$ cat config.mk
export PLATFORM = sky130hd
export DESIGN_NAME = hsv_to_rgb_pixel_top
export DESIGN_NICKNAME = d
export VERILOG_FILES = /design/src/sv/hsv2rgb_pkg.sv /design/src/sv/hsv2rgb_front.sv /design/src/sv/hsv2rgb_chroma.sv /design/src/sv/hsv2rgb_mix.sv /design/src/sv/hsv_to_rgb_pixel_top.sv
export VERILOG_INCLUDE_DIRS = /design/src /design/src/sv
export SDC_FILE = /design/constraint.sdc
export NUM_CORES = 2
export LEC_CHECK = 0
export ABC_AREA = 1
export ABC_CLOCK_PERIOD_IN_PS = 6600
export BUFFER_PORTS_ARGS = -buffer_cell sky130_fd_sc_hd__buf_2
export CORE_ASPECT_RATIO = 0.75
export CORE_MARGIN = 2
export CORE_UTILIZATION = 30
export CTS_CLUSTER_SIZE = 10
export DETAILED_ROUTE_END_ITERATION = 12
export SLEW_MARGIN = 10
export SYNTH_ARGS = -nofsm -noshare
export SYNTH_HDL_FRONTEND = slang
export SYNTH_SLANG_ARGS = --single-unit
$ cat constraint.sdc
create_clock -name aclk -period 6.6 [get_ports aclk]
set_input_delay 1.32 -clock aclk [delete_from_list [all_inputs] [get_ports aclk]]
set_output_delay 1.32 -clock aclk [all_outputs]
set_load 0.05 [all_outputs]
$ cat src/sv/hsv_to_rgb_pixel_top_defines.svh
// assertion macros shared by the hsv to rgb pixel pipeline modules
// expects aclk and aresetn in the scope of each use
`ifndef HSV_TO_RGB_PIXEL_TOP_DEFINES_SVH
`define HSV_TO_RGB_PIXEL_TOP_DEFINES_SVH

// same-cycle implication, checked out of reset
`define HSV2RGB_ASSERT_NOW(label, pre, post) \
    label: assert property (@(posedge aclk) disable iff (!aresetn) (pre) |-> (post)) \
        else $error("hsv2rgb: same-cycle check failed");

// next-cycle implication, checked out of reset
`define HSV2RGB_ASSERT_NEXT(label, pre, post) \
    label: assert property (@(posedge aclk) disable iff (!aresetn) (pre) |=> (post)) \
        else $error("hsv2rgb: next-cycle check failed");

`endif

$ cat src/sv/hsv2rgb_pkg.sv
// types and codes shared by the hsv to rgb pixel pipeline
// no dependencies
package hsv2rgb_pkg;

    localparam int FRAC_BITS = 16;
    localparam int Q_W       = FRAC_BITS + 1;
    localparam int SECT_W    = 4;
    localparam int WGT_W     = 5;

    // hue sectors of 60 degrees, codes 6..8 match no sector
    localparam logic [SECT_W-1:0] SECT_RED_YEL = 4'd0;
    localparam logic [SECT_W-1:0] SECT_YEL_GRN = 4'd1;
    localparam logic [SECT_W-1:0] SECT_GRN_CYN = 4'd2;
    localparam logic [SECT_W-1:0] SECT_CYN_BLU = 4'd3;
    localparam logic [SECT_W-1:0] SECT_BLU_MAG = 4'd4;
    localparam logic [SECT_W-1:0] SECT_MAG_RED = 4'd5;
    localparam logic [SECT_W-1:0] SECT_LAST    = 4'd8;

    localparam logic [WGT_W-1:0] WGT_MAX = 5'd30;

    typedef struct packed {
        logic [Q_W-1:0]    s_q;
        logic [Q_W-1:0]    v_q;
        logic [SECT_W-1:0] sector;
        logic [WGT_W-1:0]  wgt;
    } front_t;

    typedef struct packed {
        logic [Q_W-1:0]    c_q;
        logic [Q_W-1:0]    m_q;
        logic [Q_W-1:0]    x_q;
        logic [SECT_W-1:0] sector;
    } mix_t;

endpackage

$ cat src/sv/hsv2rgb_front.sv
// stage 1: saturation and value to unsigned Q1.16, hue sector and weight
// depends on hsv2rgb_pkg and hsv_to_rgb_pixel_top_defines.svh
`include "hsv_to_rgb_pixel_top_defines.svh"

module hsv2rgb_front (
    input  logic                  aclk,
    input  logic                  aresetn,
    input  logic                  in_valid,
    output logic                  in_ready,
    input  logic [7:0]            hue,
    input  logic [7:0]            sat,
    input  logic [7:0]            val,
    output logic                  out_valid,
    input  logic                  out_ready,
    output hsv2rgb_pkg::front_t   out_data
);

    logic                               valid_reg, valid_next;
    hsv2rgb_pkg::front_t                data_reg, data_next;
    logic [hsv2rgb_pkg::SECT_W-1:0]     sector;
    logic [7:0]                         base;
    logic [7:0]                         rem30;

    // code * 65536 / 255 == code * 257 + (code == 255)
    function automatic logic [hsv2rgb_pkg::Q_W-1:0] to_unit(input logic [7:0] code);
        return {1'b0, code, code} + hsv2rgb_pkg::Q_W'(code == 8'hFF);
    endfunction

    always_comb begin
        sector = '0;
        for (int k = 1; k <= 8; k++) begin
            if (hue >= 8'(k * 30)) begin
                sector = hsv2rgb_pkg::SECT_W'(k);
            end
        end
        base  = 8'(32'(sector) * 32'd30);
        rem30 = hue - base;
    end

    always_comb begin
        data_next.s_q    = to_unit(sat);
        data_next.v_q    = to_unit(val);
        data_next.sector = sector;
        // odd sectors fall from 30 to 1, even ones rise from 0 to 29
        data_next.wgt    = sector[0] ? (hsv2rgb_pkg::WGT_MAX - rem30[4:0]) : rem30[4:0];
    end

    assign in_ready   = !valid_reg || out_ready;
    assign valid_next = in_ready ? in_valid : valid_reg;

    always_ff @(posedge aclk) begin
        if (!aresetn) begin
            valid_reg <= 1'b0;
        end else begin
            valid_reg <= valid_next;
        end
    end

    always_ff @(posedge aclk) begin
        if (in_ready && in_valid) begin
            data_reg <= data_next;
        end
    end

    assign out_valid = valid_reg;
    assign out_data  = data_reg;

    `HSV2RGB_ASSERT_NOW(a_front_range, valid_reg,
        (data_reg.wgt <= hsv2rgb_pkg::WGT_MAX) && (data_reg.sector <= hsv2rgb_pkg::SECT_LAST))

endmodule

$ cat src/sv/hsv2rgb_chroma.sv
// stages 2 to 4: chroma, offset and mid value through three multiplies
// depends on hsv2rgb_pkg and hsv_to_rgb_pixel_top_defines.svh
`include "hsv_to_rgb_pixel_top_defines.svh"

module hsv2rgb_chroma (
    input  logic                  aclk,
    input  logic                  aresetn,
    input  logic                  in_valid,
    output logic                  in_ready,
    input  hsv2rgb_pkg::front_t   in_data,
    output logic                  out_valid,
    input  logic                  out_ready,
    output hsv2rgb_pkg::mix_t     out_data
);

    localparam int Q_W    = hsv2rgb_pkg::Q_W;
    localparam int P_W    = Q_W + hsv2rgb_pkg::WGT_W;
    // floor(p / 30) == (p * ceil(2^26 / 30)) >> 26 for every p below 2^21
    localparam int RCP_SH = 26;
    localparam int RCP_W  = 22;
    localparam logic [RCP_W-1:0] RCP_30 = 22'd2236963;
    localparam int PROD_W = P_W + RCP_W;

    logic                               v2_reg, v3_reg, v4_reg;
    logic                               r2, r3, r4;
    logic [Q_W-1:0]                     c2_reg, v2q_reg;
    logic [hsv2rgb_pkg::SECT_W-1:0]     sect2_reg, sect3_reg;
    logic [hsv2rgb_pkg::WGT_W-1:0]      wgt2_reg;
    logic [Q_W-1:0]                     c3_reg, m3_reg;
    logic [P_W-1:0]                     p3_reg;
    hsv2rgb_pkg::mix_t                  s4_reg;
    logic [2*Q_W-1:0]                   vs_prod;
    logic [PROD_W-1:0]                  x_prod;

    assign r4       = !v4_reg || out_ready;
    assign r3       = !v3_reg || r4;
    assign r2       = !v2_reg || r3;
    assign in_ready = r2;

    assign vs_prod = in_data.v_q * in_data.s_q;
    assign x_prod  = p3_reg * RCP_30;

    always_ff @(posedge aclk) begin
        if (!aresetn) begin
            v2_reg <= 1'b0;
            v3_reg <= 1'b0;
            v4_reg <= 1'b0;
        end else begin
            if (r2) begin
                v2_reg <= in_valid;
            end
            if (r3) begin
                v3_reg <= v2_reg;
            end
            if (r4) begin
                v4_reg <= v3_reg;
            end
        end
    end

    always_ff @(posedge aclk) begin
        if (r2 && in_valid) begin
            c2_reg    <= vs_prod[hsv2rgb_pkg::FRAC_BITS +: Q_W];
            v2q_reg   <= in_data.v_q;
            sect2_reg <= in_data.sector;
            wgt2_reg  <= in_data.wgt;
        end
        if (r3 && v2_reg) begin
            c3_reg    <= c2_reg;
            m3_reg    <= v2q_reg - c2_reg;
            p3_reg    <= c2_reg * wgt2_reg;
            sect3_reg <= sect2_reg;
        end
        if (r4 && v3_reg) begin
            s4_reg.c_q    <= c3_reg;
            s4_reg.m_q    <= m3_reg;
            s4_reg.x_q    <= x_prod[RCP_SH +: Q_W];
            s4_reg.sector <= sect3_reg;
        end
    end

    assign out_valid = v4_reg;
    assign out_data  = s4_reg;

    `HSV2RGB_ASSERT_NOW(a_chroma_le_value, v2_reg, c2_reg <= v2q_reg)
    `HSV2RGB_ASSERT_NOW(a_mid_le_chroma, v4_reg, s4_reg.x_q <= s4_reg.c_q)
    `HSV2RGB_ASSERT_NEXT(a_stage3_kept, v3_reg && !r4, v3_reg)

endmodule

$ cat src/sv/hsv2rgb_mix.sv
// stage 5: channel order by sector, offset add and scaling to bytes
// depends on hsv2rgb_pkg and hsv_to_rgb_pixel_top_defines.svh
`include "hsv_to_rgb_pixel_top_defines.svh"

module hsv2rgb_mix (
    input  logic                  aclk,
    input  logic                  aresetn,
    input  logic                  in_valid,
    output logic                  in_ready,
    input  hsv2rgb_pkg::mix_t     in_data,
    output logic                  out_valid,
    input  logic                  out_ready,
    output logic [7:0]            red,
    output logic [7:0]            green,
    output logic [7:0]            blue
);

    localparam int Q_W = hsv2rgb_pkg::Q_W;

    logic             valid_reg;
    logic [7:0]       red_reg, green_reg, blue_reg;
    logic [Q_W-1:0]   rp, gp, bp;

    // (q * 255) >> 16, with q never above 1.0
    function automatic logic [7:0] to_byte(input logic [Q_W-1:0] q);
        logic [Q_W+7:0] t;
        t = {q, 8'b0} - {8'b0, q};
        return t[hsv2rgb_pkg::FRAC_BITS +: 8];
    endfunction

    always_comb begin
        rp = '0;
        gp = '0;
        bp = '0;
        case (in_data.sector)
            hsv2rgb_pkg::SECT_RED_YEL: begin
                rp = in_data.c_q;
                gp = in_data.x_q;
            end
            hsv2rgb_pkg::SECT_YEL_GRN: begin
                rp = in_data.x_q;
                gp = in_data.c_q;
            end
            hsv2rgb_pkg::SECT_GRN_CYN: begin
                gp = in_data.c_q;
                bp = in_data.x_q;
            end
            hsv2rgb_pkg::SECT_CYN_BLU: begin
                gp = in_data.x_q;
                bp = in_data.c_q;
            end
            hsv2rgb_pkg::SECT_BLU_MAG: begin
                rp = in_data.x_q;
                bp = in_data.c_q;
            end
            hsv2rgb_pkg::SECT_MAG_RED: begin
                rp = in_data.c_q;
                bp = in_data.x_q;
            end
            default: begin
                // hue out of range, gray at the offset
                rp = '0;
            end
        endcase
    end

    assign in_ready = !valid_reg || out_ready;

    always_ff @(posedge aclk) begin
        if (!aresetn) begin
            valid_reg <= 1'b0;
        end else if (in_ready) begin
            valid_reg <= in_valid;
        end
    end

    always_ff @(posedge aclk) begin
        if (in_ready && in_valid) begin
            red_reg   <= to_byte(rp + in_data.m_q);
            green_reg <= to_byte(gp + in_data.m_q);
            blue_reg  <= to_byte(bp + in_data.m_q);
        end
    end

    assign out_valid = valid_reg;
    assign red       = red_reg;
    assign green     = green_reg;
    assign blue      = blue_reg;

    `HSV2RGB_ASSERT_NOW(a_sum_le_one, in_valid,
        ((Q_W+1)'(in_data.c_q) + (Q_W+1)'(in_data.m_q)) <= (Q_W+1)'(65536))

endmodule

$ cat src/sv/hsv_to_rgb_pixel_top.sv
// top level of the hsv to rgb pixel converter, five register stages
// depends on hsv2rgb_pkg, hsv2rgb_front, hsv2rgb_chroma and hsv2rgb_mix
//
// usage:
//   s_ channel takes one hsv pixel per beat, m_ channel gives one rgb pixel
//   per beat, in the same order, one result for every input beat.
//   hue counts two degrees per step; codes 180 and up give gray at the
//   offset level, value minus chroma.
// throughput: one pixel per clock while m_tready is high; a beat passes
//   the five stages in order before m_tvalid: front conversion, chroma
//   multiply, mid-value weight multiply, reciprocal multiply for the
//   division by 30, and the channel mix with byte scaling.
// reset: aresetn low at a rising edge empties every stage; results in
//   flight are dropped and m_tvalid goes low.
// stall: with m_tready low the output beat holds; each stage has its own
//   ready, so bubbles inside the pipe still fill and s_tready drops only
//   once every stage holds a pixel.

module hsv_to_rgb_pixel_top (
    input  logic        aclk,
    input  logic        aresetn,
    input  logic        s_tvalid,
    output logic        s_tready,
    input  logic [23:0] s_tdata,   // hue [7:0], sat [15:8], val [23:16]
    output logic        m_tvalid,
    input  logic        m_tready,
    output logic [23:0] m_tdata    // red [7:0], green [15:8], blue [23:16]
);

    logic                   f_valid, f_ready;
    hsv2rgb_pkg::front_t    f_data;
    logic                   c_valid, c_ready;
    hsv2rgb_pkg::mix_t      c_data;
    logic [7:0]             red, green, blue;

    hsv2rgb_front u_front (
        .aclk      (aclk),
        .aresetn   (aresetn),
        .in_valid  (s_tvalid),
        .in_ready  (s_tready),
        .hue       (s_tdata[7:0]),
        .sat       (s_tdata[15:8]),
        .val       (s_tdata[23:16]),
        .out_valid (f_valid),
        .out_ready (f_ready),
        .out_data  (f_data)
    );

    hsv2rgb_chroma u_chroma (
        .aclk      (aclk),
        .aresetn   (aresetn),
        .in_valid  (f_valid),
        .in_ready  (f_ready),
        .in_data   (f_data),
        .out_valid (c_valid),
        .out_ready (c_ready),
        .out_data  (c_data)
    );

    hsv2rgb_mix u_mix (
        .aclk      (aclk),
        .aresetn   (aresetn),
        .in_valid  (c_valid),
        .in_ready  (c_ready),
        .in_data   (c_data),
        .out_valid (m_tvalid),
        .out_ready (m_tready),
        .red       (red),
        .green     (green),
        .blue      (blue)
    );

    assign m_tdata = {blue, green, red};

endmodule
==> summary.md <==
| Metric | Value |
|---|---|
| Wire length of the first global-routing pass | `around 140000 um` |
| Crit-path max FO | `18` |
| CTS tree | `done` |
| Core area | `between 100000 and 150000 um^2` |
| Setup TNS | `0 ns` |
| Crit path capture type | `register` |
| Initial antenna violation count | `3` |
| Outcome | `complete, no violations` |
| Post-CTS Setup Bufs | `0` |
| Yosys warns | `0` |
| Clk_skew | `roughly 0.036 ns` |
| Startpoint of the worst hold path | `u_chroma.m3_reg[3]` |
| Origin of the critical flop-to-flop path | `u_front.out_data[14]` |
| CP Launch Point | `u_front.out_data[14]` |
| GRT overflow | `0` |
| Avg WL per Cell | `16.00 um` |
| Area of the mapped netlist | `between 30000 and 40000 um^2` |
| Most used flip-flop cell after synthesis | `edfxtp_1` |
| EDFF count, synth | `around 230` |
| DRT iter0 DRCs | `between 2000 and 2500` |
| Least-Margin Pin Slew | `1.170 ns` |
| Total Wirelength | `84810 um` |
| Layout cell share with drive strength beyond 1 | `0.04634` |
| Final instance area | `34410 um^2` |
| Nets | `between 4000 and 5000` |
| Worst Setup Start Kind | `register` |
| RSZ-0062 raised after global routing | `false` |
| Max reg flops | `55` |
| Clock tree sinks | `230` |
| Vias in the first global route | `24360` |
| Cell taking the most area after synthesis | `edfxtp_1` |
| DR pass1 iterations | `6` |
| Antenna cells | `0` |
| Commonest non-fill, non-tap cell in the layout | `inv_1` |
| Synth cell types | `52` |
| Slew headroom | `0.2173` |
| Overall Global Routing Usage | `0.1582` |
| Sequential element share of the synthesized area | `0.2169` |
| HP Class | `reg2reg` |
| Slew Limit Fails | `0` |
| Synthesized flop and latch total | `230` |
| Largest net degree at the start of global routing | `61` |
| Setup CP Type | `reg2reg` |
| Clk pin slew, worst setup/hold paths | `0.08 ns` |
| Via density | `~4.6` |
| Async SR Flop Fraction | `0` |
| Skew-Pair Late Insertion Delay | `0.62 ns` |
| Initial Util | `0.3014` |
| Most frequent cells in the layout | `inv_1 (908), nand2_1 (887), ha_1 (422)` |
| Layout area overhead | `8.842%` |
| Final Critical Period | `6.385 ns` |
| Post-CTS resize count | `0` |
| Post-synth top area share | `0.2137` |
| MaxCap Viol Count | `0` |
| Via count | `24620` |
| Final-report setup violation count | `0` |
| Die H | `approximately 290 um` |
| Cells after Synth | `3844` |
| DP Area | `33510 um^2` |
| Total CTS buffers | `29` |
| Top cells by area, synth | `edfxtp_1 (21%), fa_1 (21%), ha_1 (17%), inv_1 (11%), nand2_1 (11%)` |
| Critical path arrival | `6.72 ns` |
| Floorplan row count | `103` |
| Htree depth | `1` |
| Syn avg cell area | `between 8 and 9 um^2` |
| Clock buffer depth | `3` |
| Final period util | `0.9675` |
| Die Area | `108000 um^2` |
| Worst Path Required | `6.94 ns` |
| Io pins | `54` |
| Buffers added on ports | `53` |
| # DRC | `0` |
| CTS root buf | `clkbuf_16` |
| Post-route ant nets | `0` |
| Fmax achieved | `0.1566 GHz` |
| Synthesized net count | `4631` |
| Hold buffers post-CTS | `0` |
| GP Congestion | `0.9367` |
| Final count of hold timing violations | `0` |
| Die span in x | `378.8 um` |
| Detailed placement HPWL | `70540 um` |
synthesized netlist by cell type (all sizes together), types with 6 or more instances:
cell	instances
or2	6
ha	422
fa	337
nand3b	12
o21bai	18
xnor2	32
a21oi	172
xor2	79
nand2	902
o21a	7
nor3	33
clkbuf	83
a21o	18
nand4	42
edfxtp	225
o21ai	92
o22ai	52
a21boi	11
nand3	127
nor4	12
a211oi	6
a31oi	18
inv	913
nor2	198
metrics by stage:
stage,worst slack [ns],instances,hold WS [ns],utilization
after floorplan,1.013,3844,0.4003,-
after global placement,0.2760,5251,0.4023,0.3194
after CTS,0.2171,5295,0.4080,0.3273
after global routing,0.006095,5301,0.4213,0.3280
after detailed placement,0.1870,5251,0.4045,0.3194
final,0.2146,5301,0.4040,0.3280
cell families (layout without fill, tap and decap cells):
group	after synthesis	count (layout)	synth area share
AOI/OAI and AO/OA	410	410	0.07575
xor gates and xnor gates	111	111	0.03241
adders and majority gates	759	759	0.3804
buffers and inverters	997	1037	0.1184
DFF	230	230	0.2169
and+or+nand+nor	1337	1337	0.1761
area by class of cell:
| type | count | area [um^2] |
|---|---|---|
| fillers | 11020 | 70490 |
| repair buffers | 80 | 493.0 |
| flip-flops and latches | 230 | 6857 |
| well taps | 1417 | 1773 |
| clock inverters | 12 | 91.34 |
| inverters | 913 | 3427 |
| multi-input cells | 2617 | 21030 |
| clock buffers | 32 | 737.0 |
routing by layer:
| layer | track usage | vias to the layer above | part of all wire |
|---|---|---|---|
| met2 | 0.2228 | 754 | 0.40 |
| met3 | 0.03836 | 82 | 0.083 |
| met5 | 0 | - | 0 |
| met4 | 0.02470 | 0 | 0.014 |
| met1 | 0.2453 | 11670 | 0.51 |
| li1 | - | 12110 | - |
path summary, 6_finish.rpt:
check | endpoint | cells after the start | slack (ns)
setup / recovery | u_chroma.c2_reg[5] | 21 | 0.21
hold / removal | u_chroma.out_data[24] | 0 | 0.40
setup reg to reg | u_chroma.c2_reg[5] | 21 | 0.21
hold reg to reg | u_chroma.out_data[24] | 0 | 0.40
worst max-delay path, cell delays in order, from the launching register on:
cell and delay [ns]:
edfxtp_1 0.91, nand2_1 0.15, fa_1 0.51, inv_1 0.05, fa_1 0.49, inv_1 0.06
fa_1 0.54, inv_1 0.05, fa_1 0.38, fa_1 0.52, inv_1 0.05, fa_1 0.47
inv_1 0.04, ha_1 0.39, nand2_1 0.11, nor2_1 0.31, inv_1 0.12, nor2_1 0.15
o21ai_0 0.16, o211ai_1 0.29, a21boi_0 0.21, xnor2_1 0.16
Power is not shown: default switching activity piles up to over one toggle a cycle in this logic, so the estimate is an artifact.
